<file path="config.mk">
export PLATFORM = sky130hd
export DESIGN_NAME = stepper_step_pulse_generator_flat
export DESIGN_NICKNAME = d
export VERILOG_FILES = /design/src/rtl/core/ssp_pkg.sv /design/src/rtl/core/ssp_if.sv /design/src/rtl/core/ssp_div.sv /design/src/rtl/core/ssp_ctrl.sv /design/src/rtl/core/ssp_dp.sv /design/src/rtl/core/stepper_step_pulse_generator.sv /design/src/flat_wrapper.sv
export SDC_FILE = /design/constraint.sdc
export NUM_CORES = 1
export LEC_CHECK = 0
export BUFFER_PORTS_ARGS = -buffer_cell sky130_fd_sc_hd__buf_2
export CELL_PAD_IN_SITES_DETAIL_PLACEMENT = 1
export CELL_PAD_IN_SITES_GLOBAL_PLACEMENT = 1
export CORE_MARGIN = 2
export CORE_UTILIZATION = 40
export CTS_BUF_LIST = sky130_fd_sc_hd__clkbuf_4 sky130_fd_sc_hd__clkbuf_8
export DETAILED_ROUTE_END_ITERATION = 16
export PLACE_DENSITY = 0.68
export SLEW_MARGIN = 10
export SYNTH_ARGS = -nofsm -noshare
export SYNTH_HDL_FRONTEND = slang
export SYNTH_SLANG_ARGS = --single-unit
</file>
<file path="constraint.sdc">
create_clock -name clk -period 6.65 [get_ports clk]
set_clock_uncertainty 0.1 [all_clocks]
set_input_delay 0.3325 -clock clk [delete_from_list [all_inputs] [get_ports clk]]
set_output_delay 0.3325 -clock clk [all_outputs]
set_load 0.005 [all_outputs]
</file>
<file path="src/rtl/core/ssp_pkg.sv">
// ----------------------------------------------------------------------------
// ssp_pkg
// types, codes and widths shared by the step pulse generator modules
// ----------------------------------------------------------------------------
`default_nettype none

package ssp_pkg;

  localparam int MAX_RPM_DEF      = 600;
  localparam int MAX_DIVISION_DEF = 32;
  localparam int ANGLE_QUARTER    = 90;

  // divider unit operand widths
  localparam int DIVD_W = 32;
  localparam int DVSR_W = 16;

  // stored speed is wide enough for a maximum rpm up to 65535
  localparam int SPD_W  = 16;
  localparam int DIV_W  = 6;
  // quotient of maximum division by division, and of the quarter angle
  localparam int DQ_W   = 7;

  localparam logic REG_SPEED    = 1'b0;
  localparam logic REG_DIVISION = 1'b1;

  typedef enum logic [1:0] {
    OP_TICK  = 2'd0,
    OP_STEPS = 2'd1,
    OP_ANGLE = 2'd2,
    OP_STOP  = 2'd3
  } op_t;

  localparam logic [1:0] DIR_KEEP = 2'd0;
  localparam logic [1:0] DIR_LOW  = 2'd1;

  typedef enum logic [1:0] {
    DSEL_RPM,
    DSEL_MDIV,
    DSEL_ANGQ,
    DSEL_ANGT
  } div_sel_t;

  typedef enum logic [2:0] {
    ST_IDLE,
    ST_RC_RPM,
    ST_RC_DIV,
    ST_RC_MUL,
    ST_EXEC,
    ST_ANG_Q,
    ST_ANG_T,
    ST_RESULT
  } state_t;

  typedef struct packed {
    logic     capture_item;
    logic     do_tick;
    logic     do_move;
    logic     move_from_div;
    logic     do_stop;
    logic     div_start;
    div_sel_t div_sel;
    logic     cap_q_hi;
    logic     cap_q_lo;
    logic     load_divider;
    logic     clr_pending;
    logic     load_out;
  } cmd_t;

  typedef struct packed {
    logic recalc_pending;
    logic div_done;
    op_t  op;
    logic out_free;
  } status_t;

endpackage

`default_nettype wire

</file>
<file path="src/rtl/core/ssp_if.sv">
// ----------------------------------------------------------------------------
// ssp_if
// request and result channel interfaces with valid/ready handshake
// ----------------------------------------------------------------------------
`default_nettype none

interface ssp_in_if;
  logic        valid;
  logic        ready;
  logic [1:0]  operation;
  logic [1:0]  direction;
  logic [31:0] amount;

  modport source (output valid, output operation, output direction, output amount,
                  input ready);
  modport sink   (input valid, input operation, input direction, input amount,
                  output ready);
endinterface

interface ssp_out_if;
  logic        valid;
  logic        ready;
  logic        step_line;
  logic        direction_line;
  logic        enable_line;
  logic        running;
  logic [31:0] steps_done;

  modport source (output valid, output step_line, output direction_line,
                  output enable_line, output running, output steps_done, input ready);
  modport sink   (input valid, input step_line, input direction_line,
                  input enable_line, input running, input steps_done, output ready);
endinterface

`default_nettype wire

</file>
<file path="src/rtl/core/ssp_div.sv">
// ----------------------------------------------------------------------------
// ssp_div
// restoring divider, one quotient bit per cycle
// ----------------------------------------------------------------------------
`default_nettype none

module ssp_div (
  input  wire                      clk,
  input  wire                      rst_n,
  input  wire                      start,
  input  wire [ssp_pkg::DIVD_W-1:0] dividend,
  input  wire [ssp_pkg::DVSR_W-1:0] divisor,
  output logic                     done,
  output logic [ssp_pkg::DIVD_W-1:0] quotient
);
  import ssp_pkg::*;

  localparam int CNT_W = $clog2(DIVD_W);

  logic [DVSR_W-1:0] rem_r, rem_nxt;
  logic [DVSR_W-1:0] dvsr_r;
  logic [DIVD_W-1:0] quo_r, quo_nxt;
  logic [CNT_W-1:0]  cnt_r;
  logic              busy_r;
  logic              done_r;
  logic [DVSR_W:0]   shifted;
  logic [DVSR_W:0]   diff;
  logic              ge;

  assign shifted = {rem_r, quo_r[DIVD_W-1]};
  assign diff    = shifted - {1'b0, dvsr_r};
  assign ge      = shifted >= {1'b0, dvsr_r};

  always_comb begin
    rem_nxt = ge ? diff[DVSR_W-1:0] : shifted[DVSR_W-1:0];
    quo_nxt = {quo_r[DIVD_W-2:0], ge};
  end

  always_ff @(posedge clk) begin
    if (!rst_n) begin
      busy_r <= 1'b0;
      done_r <= 1'b0;
      cnt_r  <= '0;
    end else begin
      done_r <= 1'b0;
      if (start) begin
        busy_r <= 1'b1;
        cnt_r  <= '0;
      end else if (busy_r) begin
        cnt_r <= cnt_r + 1'b1;
        if (cnt_r == CNT_W'(DIVD_W - 1)) begin
          busy_r <= 1'b0;
          done_r <= 1'b1;
        end
      end
    end
  end

  always_ff @(posedge clk) begin
    if (start) begin
      rem_r  <= '0;
      quo_r  <= dividend;
      dvsr_r <= divisor;
    end else if (busy_r) begin
      rem_r <= rem_nxt;
      quo_r <= quo_nxt;
    end
  end

  assign done     = done_r;
  assign quotient = quo_r;

endmodule

`default_nettype wire

</file>
<file path="src/rtl/core/ssp_ctrl.sv">
// ----------------------------------------------------------------------------
// ssp_ctrl
// sequencer for requests, divider recompute and result hand-off
// ----------------------------------------------------------------------------
`default_nettype none

module ssp_ctrl (
  input  wire              clk,
  input  wire              rst_n,
  input  wire              in_valid,
  output logic             in_ready,
  input  ssp_pkg::status_t st,
  output ssp_pkg::cmd_t    cmd
);
  import ssp_pkg::*;

  state_t state_r, state_nxt;

  always_ff @(posedge clk) begin
    if (!rst_n) begin
      state_r <= ST_IDLE;
    end else begin
      state_r <= state_nxt;
    end
  end

  always_comb begin
    state_nxt = state_r;
    cmd       = '0;
    cmd.div_sel = DSEL_RPM;
    in_ready  = 1'b0;
    unique case (state_r)
      ST_IDLE: begin
        // pending register write recomputes the divider before any request
        if (st.recalc_pending) begin
          cmd.clr_pending = 1'b1;
          cmd.div_start   = 1'b1;
          cmd.div_sel     = DSEL_RPM;
          state_nxt       = ST_RC_RPM;
        end else begin
          in_ready = 1'b1;
          if (in_valid) begin
            cmd.capture_item = 1'b1;
            state_nxt        = ST_EXEC;
          end
        end
      end
      ST_RC_RPM: begin
        if (st.div_done) begin
          cmd.cap_q_hi  = 1'b1;
          cmd.div_start = 1'b1;
          cmd.div_sel   = DSEL_MDIV;
          state_nxt     = ST_RC_DIV;
        end
      end
      ST_RC_DIV: begin
        if (st.div_done) begin
          cmd.cap_q_lo = 1'b1;
          state_nxt    = ST_RC_MUL;
        end
      end
      ST_RC_MUL: begin
        cmd.load_divider = 1'b1;
        state_nxt        = ST_IDLE;
      end
      ST_EXEC: begin
        unique case (st.op)
          OP_TICK: begin
            cmd.do_tick = 1'b1;
            state_nxt   = ST_RESULT;
          end
          OP_STEPS: begin
            cmd.do_move = 1'b1;
            state_nxt   = ST_RESULT;
          end
          OP_ANGLE: begin
            cmd.div_start = 1'b1;
            cmd.div_sel   = DSEL_ANGQ;
            state_nxt     = ST_ANG_Q;
          end
          OP_STOP: begin
            cmd.do_stop = 1'b1;
            state_nxt   = ST_RESULT;
          end
          default: state_nxt = ST_RESULT;
        endcase
      end
      ST_ANG_Q: begin
        if (st.div_done) begin
          cmd.cap_q_lo  = 1'b1;
          cmd.div_start = 1'b1;
          cmd.div_sel   = DSEL_ANGT;
          state_nxt     = ST_ANG_T;
        end
      end
      ST_ANG_T: begin
        if (st.div_done) begin
          cmd.do_move       = 1'b1;
          cmd.move_from_div = 1'b1;
          state_nxt         = ST_RESULT;
        end
      end
      ST_RESULT: begin
        if (st.out_free) begin
          cmd.load_out = 1'b1;
          state_nxt    = ST_IDLE;
        end
      end
      default: state_nxt = ST_IDLE;
    endcase
  end

endmodule

`default_nettype wire

</file>
<file path="src/rtl/core/ssp_dp.sv">
// ----------------------------------------------------------------------------
// ssp_dp
// channel state, configuration registers, divider and result register
// ----------------------------------------------------------------------------
`default_nettype none

module ssp_dp #(
  parameter int MAX_RPM      = ssp_pkg::MAX_RPM_DEF,
  parameter int MAX_DIVISION = ssp_pkg::MAX_DIVISION_DEF
) (
  input  wire               clk,
  input  wire               rst_n,
  input  ssp_pkg::cmd_t     cmd,
  output ssp_pkg::status_t  st,
  // request payload
  input  wire [1:0]         operation,
  input  wire [1:0]         direction,
  input  wire [31:0]        amount,
  // result register
  output logic              out_valid,
  input  wire               out_ready,
  output logic              step_line,
  output logic              direction_line,
  output logic              enable_line,
  output logic              running,
  output logic [31:0]       steps_done,
  // register port
  input  wire               psel,
  input  wire               penable,
  input  wire               pwrite,
  input  wire [2:0]         paddr,
  input  wire [31:0]        pwdata,
  output logic [31:0]       prdata
);
  import ssp_pkg::*;

  localparam int PROD_W = SPD_W + DQ_W;

  // item registers
  logic [1:0]  op_r;
  logic [1:0]  dir_r;
  logic [31:0] amount_r;

  // configuration
  logic [SPD_W-1:0] speed_r;
  logic [DIV_W-1:0] division_r;
  logic             pending_r;
  logic             cfg_wr;
  logic [SPD_W-1:0] spd_in;
  logic [SPD_W-1:0] spd_wr;
  logic [DIV_W-1:0] div_wr;

  // channel state
  logic        active_r, active_nxt;
  logic [31:0] tick_count_r, tick_count_nxt;
  logic [31:0] tick_divider_r, tick_divider_nxt;
  logic [31:0] toggle_count_r, toggle_count_nxt;
  logic [31:0] step_target_r, step_target_nxt;
  logic        step_level_r, step_level_nxt;
  logic        dir_level_r, dir_level_nxt;
  logic [31:0] tick_inc;
  logic [31:0] toggle_inc;

  // divider recompute
  logic [SPD_W-1:0]  q_hi_r;
  logic [DQ_W-1:0]   q_lo_r;
  logic [PROD_W-1:0] prod;

  // divider unit
  logic [DIVD_W-1:0] div_dividend;
  logic [DVSR_W-1:0] div_divisor;
  logic              div_done;
  logic [DIVD_W-1:0] div_quo;

  logic out_valid_r;

  assign cfg_wr = psel & penable & pwrite;
  assign spd_in = {{(SPD_W-10){1'b0}}, pwdata[9:0]};

  always_comb begin
    spd_wr = spd_in;
    if (spd_in == '0) begin
      spd_wr = SPD_W'(1);
    end else if (spd_in > SPD_W'(MAX_RPM)) begin
      spd_wr = SPD_W'(MAX_RPM);
    end
    div_wr = (pwdata[DIV_W-1:0] == '0) ? DIV_W'(1) : pwdata[DIV_W-1:0];
  end

  always_comb begin
    prdata = (paddr[2] == REG_DIVISION) ? {{(32-DIV_W){1'b0}}, division_r}
                                        : {{(32-SPD_W){1'b0}}, speed_r};
  end

  always_comb begin
    unique case (cmd.div_sel)
      DSEL_RPM: begin
        div_dividend = DIVD_W'(MAX_RPM);
        div_divisor  = speed_r;
      end
      DSEL_MDIV: begin
        div_dividend = DIVD_W'(MAX_DIVISION);
        div_divisor  = DVSR_W'(division_r);
      end
      DSEL_ANGQ: begin
        div_dividend = DIVD_W'(ANGLE_QUARTER);
        div_divisor  = DVSR_W'(division_r);
      end
      DSEL_ANGT: begin
        // quarter-angle quotient is still held by the divider at this start
        div_dividend = amount_r;
        div_divisor  = DVSR_W'(div_quo[DQ_W-1:0]);
      end
      default: begin
        div_dividend = amount_r;
        div_divisor  = DVSR_W'(q_lo_r);
      end
    endcase
  end

  ssp_div u_div (
    .clk      (clk),
    .rst_n    (rst_n),
    .start    (cmd.div_start),
    .dividend (div_dividend),
    .divisor  (div_divisor),
    .done     (div_done),
    .quotient (div_quo)
  );

  assign prod       = q_hi_r * q_lo_r;
  assign tick_inc   = tick_count_r + 32'd1;
  assign toggle_inc = toggle_count_r + 32'd1;

  always_comb begin
    active_nxt       = active_r;
    tick_count_nxt   = tick_count_r;
    tick_divider_nxt = tick_divider_r;
    toggle_count_nxt = toggle_count_r;
    step_target_nxt  = step_target_r;
    step_level_nxt   = step_level_r;
    dir_level_nxt    = dir_level_r;

    if (cmd.do_tick && active_r) begin
      if (tick_inc >= tick_divider_r) begin
        tick_count_nxt = '0;
        step_level_nxt = ~step_level_r;
        // a zero target runs without counting
        if (step_target_r != '0) begin
          toggle_count_nxt = toggle_inc;
          if (toggle_inc >= step_target_r) begin
            active_nxt     = 1'b0;
            step_level_nxt = 1'b0;
            dir_level_nxt  = 1'b0;
          end
        end
      end else begin
        tick_count_nxt = tick_inc;
      end
    end

    if (cmd.do_move) begin
      step_target_nxt  = cmd.move_from_div ? div_quo : amount_r;
      toggle_count_nxt = '0;
      active_nxt       = 1'b1;
      if (dir_r == DIR_LOW) begin
        dir_level_nxt = 1'b0;
      end else if (dir_r != DIR_KEEP) begin
        dir_level_nxt = 1'b1;
      end
    end

    if (cmd.do_stop) begin
      active_nxt     = 1'b0;
      step_level_nxt = 1'b0;
      dir_level_nxt  = 1'b0;
    end

    if (cmd.load_divider) begin
      tick_divider_nxt = {{(32-PROD_W){1'b0}}, prod};
    end

    if (cfg_wr) begin
      tick_count_nxt = '0;
    end
  end

  always_ff @(posedge clk) begin
    if (!rst_n) begin
      active_r       <= 1'b0;
      tick_count_r   <= '0;
      tick_divider_r <= 32'(MAX_DIVISION);
      toggle_count_r <= '0;
      step_target_r  <= '0;
      step_level_r   <= 1'b0;
      dir_level_r    <= 1'b0;
      speed_r        <= SPD_W'(MAX_RPM);
      division_r     <= DIV_W'(1);
      pending_r      <= 1'b0;
      out_valid_r    <= 1'b0;
    end else begin
      active_r       <= active_nxt;
      tick_count_r   <= tick_count_nxt;
      tick_divider_r <= tick_divider_nxt;
      toggle_count_r <= toggle_count_nxt;
      step_target_r  <= step_target_nxt;
      step_level_r   <= step_level_nxt;
      dir_level_r    <= dir_level_nxt;
      if (cfg_wr) begin
        if (paddr[2] == REG_DIVISION) begin
          division_r <= div_wr;
        end else begin
          speed_r <= spd_wr;
        end
      end
      // a write landing during a recompute starts another one
      if (cfg_wr) begin
        pending_r <= 1'b1;
      end else if (cmd.clr_pending) begin
        pending_r <= 1'b0;
      end
      if (cmd.load_out) begin
        out_valid_r <= 1'b1;
      end else if (out_ready) begin
        out_valid_r <= 1'b0;
      end
    end
  end

  always_ff @(posedge clk) begin
    if (cmd.capture_item) begin
      op_r     <= operation;
      dir_r    <= direction;
      amount_r <= amount;
    end
    if (cmd.cap_q_hi) begin
      q_hi_r <= div_quo[SPD_W-1:0];
    end
    if (cmd.cap_q_lo) begin
      q_lo_r <= div_quo[DQ_W-1:0];
    end
    if (cmd.load_out) begin
      step_line      <= step_level_r;
      direction_line <= dir_level_r;
      enable_line    <= active_r;
      running        <= active_r;
      steps_done     <= toggle_count_r;
    end
  end

  assign out_valid         = out_valid_r;
  assign st.recalc_pending = pending_r;
  assign st.div_done       = div_done;
  assign st.op             = op_t'(op_r);
  assign st.out_free       = ~out_valid_r | out_ready;

endmodule

`default_nettype wire

</file>
<file path="src/rtl/core/stepper_step_pulse_generator.sv">
// tick, move by steps and stop requests pass the execute state, then wait in the result state
// until the result register is free; a move by angle first runs two passes of the 32-bit divider
// a new request is taken only in the idle state, once the previous result has been loaded
// a register write recomputes the tick divider, no request taken meanwhile
// reset: synchronous active-low rst_n, speed at maximum rpm, division 1, channel stopped
// ----------------------------------------------------------------------------
// stepper_step_pulse_generator
// one stepper channel producing step, direction and enable line levels
// ----------------------------------------------------------------------------
`default_nettype none

module stepper_step_pulse_generator #(
  parameter int MAX_RPM      = ssp_pkg::MAX_RPM_DEF,
  parameter int MAX_DIVISION = ssp_pkg::MAX_DIVISION_DEF
) (
  input  wire          clk,
  input  wire          rst_n,
  ssp_in_if.sink       in_ch,
  ssp_out_if.source    out_ch,
  input  wire          psel,
  input  wire          penable,
  input  wire          pwrite,
  input  wire  [2:0]   paddr,
  input  wire  [31:0]  pwdata,
  output logic [31:0]  prdata,
  output logic         pready
);
  import ssp_pkg::*;

  cmd_t    cmd;
  status_t st;
  logic    in_ready;

  ssp_ctrl u_ctrl (
    .clk      (clk),
    .rst_n    (rst_n),
    .in_valid (in_ch.valid),
    .in_ready (in_ready),
    .st       (st),
    .cmd      (cmd)
  );

  ssp_dp #(
    .MAX_RPM      (MAX_RPM),
    .MAX_DIVISION (MAX_DIVISION)
  ) u_dp (
    .clk            (clk),
    .rst_n          (rst_n),
    .cmd            (cmd),
    .st             (st),
    .operation      (in_ch.operation),
    .direction      (in_ch.direction),
    .amount         (in_ch.amount),
    .out_valid      (out_ch.valid),
    .out_ready      (out_ch.ready),
    .step_line      (out_ch.step_line),
    .direction_line (out_ch.direction_line),
    .enable_line    (out_ch.enable_line),
    .running        (out_ch.running),
    .steps_done     (out_ch.steps_done),
    .psel           (psel),
    .penable        (penable),
    .pwrite         (pwrite),
    .paddr          (paddr),
    .pwdata         (pwdata),
    .prdata         (prdata)
  );

  assign in_ch.ready = in_ready;
  assign pready      = 1'b1;

endmodule

`default_nettype wire

</file>
<file path="src/flat_wrapper.sv">
// flat-port wrapper written by rule: the top's interface ports become plain ports
module stepper_step_pulse_generator_flat import ssp_pkg::*;
#(
  parameter int MAX_RPM      = ssp_pkg::MAX_RPM_DEF,
  parameter int MAX_DIVISION = ssp_pkg::MAX_DIVISION_DEF
)
  (clk, rst_n, psel, penable, pwrite, paddr, pwdata, prdata, pready, in_ch_valid, in_ch_operation, in_ch_direction, in_ch_amount, in_ch_ready, out_ch_valid, out_ch_step_line, out_ch_direction_line, out_ch_enable_line, out_ch_running, out_ch_steps_done, out_ch_ready);
  ssp_in_if in_ch_i ();
  ssp_out_if out_ch_i ();
  input  wire clk;
  input  wire rst_n;
  input  wire psel;
  input  wire penable;
  input  wire pwrite;
  input  wire  [2:0] paddr;
  input  wire  [31:0] pwdata;
  output logic [31:0] prdata;
  output logic pready;
  input wire logic [$bits(in_ch_i.valid)-1:0] in_ch_valid;
  input wire logic [$bits(in_ch_i.operation)-1:0] in_ch_operation;
  input wire logic [$bits(in_ch_i.direction)-1:0] in_ch_direction;
  input wire logic [$bits(in_ch_i.amount)-1:0] in_ch_amount;
  output wire logic [$bits(in_ch_i.ready)-1:0] in_ch_ready;
  output wire logic [$bits(out_ch_i.valid)-1:0] out_ch_valid;
  output wire logic [$bits(out_ch_i.step_line)-1:0] out_ch_step_line;
  output wire logic [$bits(out_ch_i.direction_line)-1:0] out_ch_direction_line;
  output wire logic [$bits(out_ch_i.enable_line)-1:0] out_ch_enable_line;
  output wire logic [$bits(out_ch_i.running)-1:0] out_ch_running;
  output wire logic [$bits(out_ch_i.steps_done)-1:0] out_ch_steps_done;
  input wire logic [$bits(out_ch_i.ready)-1:0] out_ch_ready;
  assign in_ch_i.valid = in_ch_valid;
  assign in_ch_i.operation = in_ch_operation;
  assign in_ch_i.direction = in_ch_direction;
  assign in_ch_i.amount = in_ch_amount;
  assign in_ch_ready = in_ch_i.ready;
  assign out_ch_valid = out_ch_i.valid;
  assign out_ch_step_line = out_ch_i.step_line;
  assign out_ch_direction_line = out_ch_i.direction_line;
  assign out_ch_enable_line = out_ch_i.enable_line;
  assign out_ch_running = out_ch_i.running;
  assign out_ch_steps_done = out_ch_i.steps_done;
  assign out_ch_i.ready = out_ch_ready;
  stepper_step_pulse_generator #(.MAX_RPM(MAX_RPM), .MAX_DIVISION(MAX_DIVISION)) u_core (.clk(clk), .rst_n(rst_n), .in_ch(in_ch_i), .out_ch(out_ch_i), .psel(psel), .penable(penable), .pwrite(pwrite), .paddr(paddr), .pwdata(pwdata), .prdata(prdata), .pready(pready));
endmodule
</file>
Yosys cells after proc, flatten, opt, wreduce, memory -nomap -nowiden --
Index checks and enable logic that the tools add are counted.
Word-level totals: flip-flop bits (word level) 314, latch bits 0, memory bits (writable) 0, bits in read-only memories 0, input port bits 78, output and inout bits 71, word-level logic and storage cells 162, memories 0
Cells by class: add/subtract/negate cells 4, $mul 1, div/mod/pow operators 0, order comparisons 4, eq/ne operators 21, shift operators 0, muxes and demuxes 68, bitwise operators 8, reduce and logical (&&, ||, !) cells 29
Operators by type and width (number):
- two-way mux 32 bit | 4
- one-hot mux 32 bit (4 select lines) | 1
- adder 32 x 1 -> 32 bit (second input constant) | 2
- two-way mux 16 bit | 3
- one-hot mux 16 bit (3 select lines) | 1
- two-way mux 1 bit | 41
- greater-or-equal comparator 32 x 23 -> 1 bit | 1
- greater-or-equal comparator 32 bit | 1
- nonzero test 32 bit | 1
- two-way mux 3 bit | 10
- one-hot mux 3 bit (8 select lines) | 1
- multiplier 16 x 7 -> 23 bit | 1
- greater-or-equal comparator 17 x 16 -> 1 bit | 1
- logical NOT 16 bit | 1
- nonzero test 2 bit | 8
- subtractor 16 bit | 1
- equality test 3 bit (second input constant) | 4
- one-hot mux 3 bit (4 select lines) | 1
- OR reduction 2 bit | 6
- greater-than comparator 10 bit (second input constant) | 1
- two-way mux 10 bit | 1
- equality test 2 bit (second input constant) | 4
- != test 2 bit (second input constant) | 4
- equality test 2 x 1 -> 1 bit (second input constant) | 3
- 23 further kinds | 33

Longest topological paths before layout --
word-level depth 9, depth in mapped cells 19, depth with buffers taken out 18

Hierarchy --
A second synthesis with hierarchy kept.
Unflattened totals: cells, all modules 1995, area total of the unflattened synthesis 19462.4 um2
Modules (own cells, without submodules):
- ssp_dp | times used 1, cells an instance 1607, area an instance 15267.1 um2, seq. area each 5625.4 um2
- ssp_div | times used 1, cells an instance 336, area an instance 3829.9 um2, seq. area each 1901.8 um2
- ssp_ctrl | times used 1, cells an instance 50, area an instance 354.1 um2, seq. area each 60.1 um2
- stepper_step_pulse_generator | times used 1, cells an instance 2, area an instance 11.3 um2, seq. area each 0.0 um2

Worst setup path after synthesis --
Ideal clock, no wire load.
kind reg-to-reg, start register u_core.u_dp.q_lo_r[3], end register u_core.u_dp.tick_divider_r[21], setup time 122 ps, data arrival time 4805 ps, data required time 6428 ps, setup slack 1623 ps, cell stages (with the launch flop) 19, buffers on the path 1, clock period less this slack 5027 ps, cells stage by stage edfxtp_1 clkbuf_1 and2_1 fa_1 inv_1 fa_1 inv_1 fa_1 inv_1 fa_1 inv_1 ha_1 a2111oi_0 o211ai_1 o211a_1 o41a_1 a31oi_1 xor2_1 o21ai_0
On the way: longest elaborated chain between the ends 1
RTL lines:
- from (decl) | RTL line ssp_dp.sv:66 | logic [DQ_W-1:0] q_lo_r;
- from (signal assigned) | RTL line ssp_dp.sv:240 | q_lo_r <= div_quo[DQ_W-1:0];
- multiplier 16 x 7 -> 23 bit | RTL line ssp_dp.sv:131 | assign prod = q_hi_r * q_lo_r;
- to (signal assigned) | RTL line ssp_dp.sv:192 | tick_divider_r <= 32'(MAX_DIVISION);
- to (signal assigned) | RTL line ssp_dp.sv:204 | tick_divider_r <= tick_divider_nxt;
- to (decl) | RTL line ssp_dp.sv:56 | logic [31:0] tick_divider_r, tick_divider_nxt;
No other way between the ends. A chain may end at the register's enable or synchronous reset.

Final worst setup path --
start register u_core.u_dp.q_lo_r[6], end register u_core.u_dp.tick_divider_r[21]
Same word-level chain as after synthesis.

==> summary.md <==
| Metric | Value |
|---|---|
| Run status | finished clean |
| Fmax achieved | about 170 MHz |
| Max_cap viols | 0 |
| HPWL Detailed | around 35 mm |
| Required time of the critical path | roughly 7.0 ns |
| Post-synth top cells | nand2_1, dfxtp_1, nor2_1, inv_1, edfxtp_1 |
| CP startpoint kind | flip-flop |
| Largest family of logic cells by synthesized area | simple AND/OR/NAND/NOR gates |
| Initial Utilization | 40.5% |
| Num CTS Buffers | between 50 and 60 |
| Die Ht | around 220 um |
| Finished Layout Cells | between 2k and 3k |
| CP arrival | between 6 and 7 ns |
| Area leader, netlist | edfxtp_1 |
| Worst Hold Endpoint | u_core.u_dp.speed_r[8] |
| Post-synth top area share | 22.2% |
| Power per Cell Area | 232 nW/um2 |
| Xor/xnor share of the synthesized area | 5.44% |
| Post-CTS setup buffers | 0 |
| Distinct cell type count after synthesis | 73 |
| Worst-Margin Slew | about 1.1 ns |
| Largest net degree at the start of global routing | just under 70 |
| Ant diodes | 0 |
| CORE AREA | 45400 um2 |
| Clock slew at reported path FFs | 0.06 ns |
| R2R cell count | 16 |
| Detailed Routing Iterations Pass 1 | 4 |
| Simple-Gate Fraction of Synth Area | between 10% and 20% |
| Multiplexer share of the synthesized area | around 2.8% |
| Area contributors post-synth | edfxtp_1, dfxtp_1, ha_1 |
| Vias per inst | 5.27 |
| Rows | 78 |
| Area after DPL | just under 20000 um2 |
| Final Setup Violations | 0 |
| CP endpoint kind | flip-flop |
| R2R Setup Slk | approximately 0.85 ns |
| Cell area after synthesis | about 18000 um2 |
| Post-layout nets | 2357 |
| Storage cell area | 7410 um2 |
| Post-synth EDFFs | approximately 140 |
| Initial drt markers | 534 |
| DR vias | roughly 14k |
| Min-Delay Path Class | input port to flip-flop |
| Skew-Pair Late Insertion Delay | between 0.6 and 0.7 ns |
| Root buffer cell | clkbuf_8 |
| Multi-input gate area | between 9000 and 10000 um2 |
| Cells after Synth | slightly below 2k |
| Setup tns final | 0 ns |
| Setup repair after global routing missed its margin | false |
| CTS Buffer Depth | 3 |
| Final Max Slew Viols | 0 |
| CTS tree | done |
| Inst Count DP | between 2k and 3k |
| Max VDD drop | 0.000188 V |
| Final Cycle Share | 87.2% |
| Post-synthesis register bit count | ~300 |
| IO Pins | 149 |
| Worst hold path startpoint | pwdata[8] |
| Post-cts resize count | 0 |
| Initial antenna violation count | 1 |
| Worst Path Class, Setup | flip-flop to flip-flop |
| CTS Sinks | between 300 and 400 |
| Dpl ws | approximately 0.90 ns |
| Fillcell total | just over 5k |
| Post-route setup slack | 0.852 ns |
| Wire per inst | between 15 and 20 um |
| Gpl congestion | a little over 0.8 |
| Die Span X | 218 um |
| Finished Cell Area | between 20000 and 25000 um2 |
| Seq/Total Area, Yosys | 40.3% |
| Synthesis-to-finish area growth | 14.1% |
| Worst Path Max Fanout | 16 |
| Vias in the first global route | between 15k and 20k |
| Die area | 47700 um2 |
| H-tree levels | 2 |
| Worst r2r dst | u_core.u_dp.tick_divider_r[21] |
| DRC viols | 0 |
| Post-synth top flop | dfxtp_1 |
| Max_slew headroom | 24.2% |
| Global-route usage over all layers | a little over a fifth |
| Routed Antenna Nets | 0 |
| Layout cells sized above 1 | about 11% |
| RR Startpoint | u_core.u_dp.q_lo_r[6] |
| Post-synthesis adder-cell area fraction | around 15% |
| Total power | ~5 mW |
| Grt ovf | 0 |
| Compound-Gate Fraction of Synth Area | about an eighth |
| Port Buffers | approximately 100 |
| Final Hold Fails | 0 |
| Post-synthesis average cell area | 9.39 um2 |
| Final wirelength | 49.0 mm |
| Leakage power | approximately 8.4 nW |
| Minimum clock period | just under 6 ns |
| Top-count cell post-synth | nand2_1 |
| Hold depth | 4 |
| Global-route wire length before repair | roughly 80 mm |
| Synth warn | 0 |
| Post-synth ARST share | 0% |
## cells in the final DEF, fill, tap and decap left out, types with 6 or more instances in the layout
cell type      instances
o211ai_1               6
nand2b_1              11
clkbuf_8              61
a211oi_1              45
xnor2_1               64
xor2_1                50
a31oi_1                9
a21oi_1              107
fa_1                  70
nand3b_1              10
clkinv_1               6
a21o_1                16
clkbuf_4              20
buf_2                101
o21ai_1                8
nor2b_1               13
o21ai_0               99
clkinv_2               9
and2_1                80
nand4_1               26
nand2_1              211
buf_4                 19
mux2_2                 6
o21a_1                14
dfxtp_1              166
nor4_1                21
nand3_1               56
inv_1                156
a22oi_1               11
nor2_1               160
mux2i_1               45
dlygate4sd3_1         48
ha_1                 113
or3_1                  9
edfxtp_1             136
conb_1                23
nor3_1                36
and3_1                19
## report_power, final
group	switching, mW	internal (mW)
Sequential	0.142	2.14
Combinational	0.473	0.321
Clock	0.808	0.992
Total	1.42	3.45
## how the worst max path moves through the flow
stage,to,cells after the start,start,slack (ns)
2_1_floorplan,u_core.u_dp.tick_divider_r[21],18,u_core.u_dp.q_lo_r[3],1.62
3_3_place_gp,u_core.u_dp.tick_divider_r[21],17,u_core.u_dp.q_lo_r[3],0.96
3_5_place_dp,u_core.u_dp.tick_divider_r[21],16,u_core.u_dp.q_lo_r[6],0.90
4_1_cts,u_core.u_dp.tick_divider_r[21],16,u_core.u_dp.q_lo_r[6],0.87
5_1_grt,u_core.u_dp.tick_divider_r[21],16,u_core.u_dp.q_lo_r[6],0.48
6_report,u_core.u_dp.tick_divider_r[21],16,u_core.u_dp.q_lo_r[6],0.85
## through the flow
step	util, %	hold WS (ns)
after global routing	46.2	0.0628
after detailed placement	42.7	0.345
after floorplan	-	0.306
after CTS	46.2	0.0235
after global placement	42.7	0.326
final	46.2	0.0661
## flip-flops by register name (all words and copies together) (netlist names), 16 cells and up
signal	flops
u_core.u_dp.q_hi_r	16
u_core.u_dp.u_div.rem_r	16
u_core.u_dp.tick_count_r	32
u_core.u_dp.amount_r	32
u_core.u_dp.step_target_r	32
u_core.u_dp.steps_done	32
u_core.u_dp.toggle_count_r	32
u_core.u_dp.tick_divider_r	23
u_core.u_dp.u_div.quotient	32
## cells by family (layout without fill, tap and decap cells)
logic type | after synthesis | in the layout
AOI/OAI and AO/OA | 352 | 352
other | 2 | 23
and+or+nand+nor | 691 | 691
xor gates and xnor gates | 114 | 114
muxes | 51 | 51
adders and majority gates | 183 | 183
buffers and inverters | 261 | 424
DFF | 302 | 302
## critical path, cell delays in order, from the launching register on
cell and delay (ns):
edfxtp_1 0.69, nand2_1 0.18, fa_1 0.54, fa_1 0.54
inv_1 0.06, fa_1 0.53, inv_1 0.06, fa_1 0.54
inv_1 0.04, ha_1 0.24, a2111oi_0 0.88, o211ai_1 0.22
o211a_1 0.22, o41a_1 0.36, a31oi_1 0.22, xor2_1 0.16
o21ai_0 0.10
## metal layers
layer / part of all wire [%] / GRT usage, %
met3: 2.8 / 2.87
met4: 2.2 / 6.21
met1: 44 / 25.5
met5: 0 / 0
met2: 51 / 38.2
## area by class of cell
class,instances,share of cell area [%]
Clock buffer,81,4.72
Tap cell,600,3.58
Sequential cell,302,35.3
Clock inverter,18,0.579
Inverter,157,2.81
Timing Repair Buffer,168,5.38
Multi-Input combinational cell,1414,47.6
## timing repair
item                                    4_1_cts  5_1_grt
endpoints found under the hold margin        53        0
hold buffers                                 48        0
endpoints found under the setup margin        0        0
(Power assumes the default switching activity.)
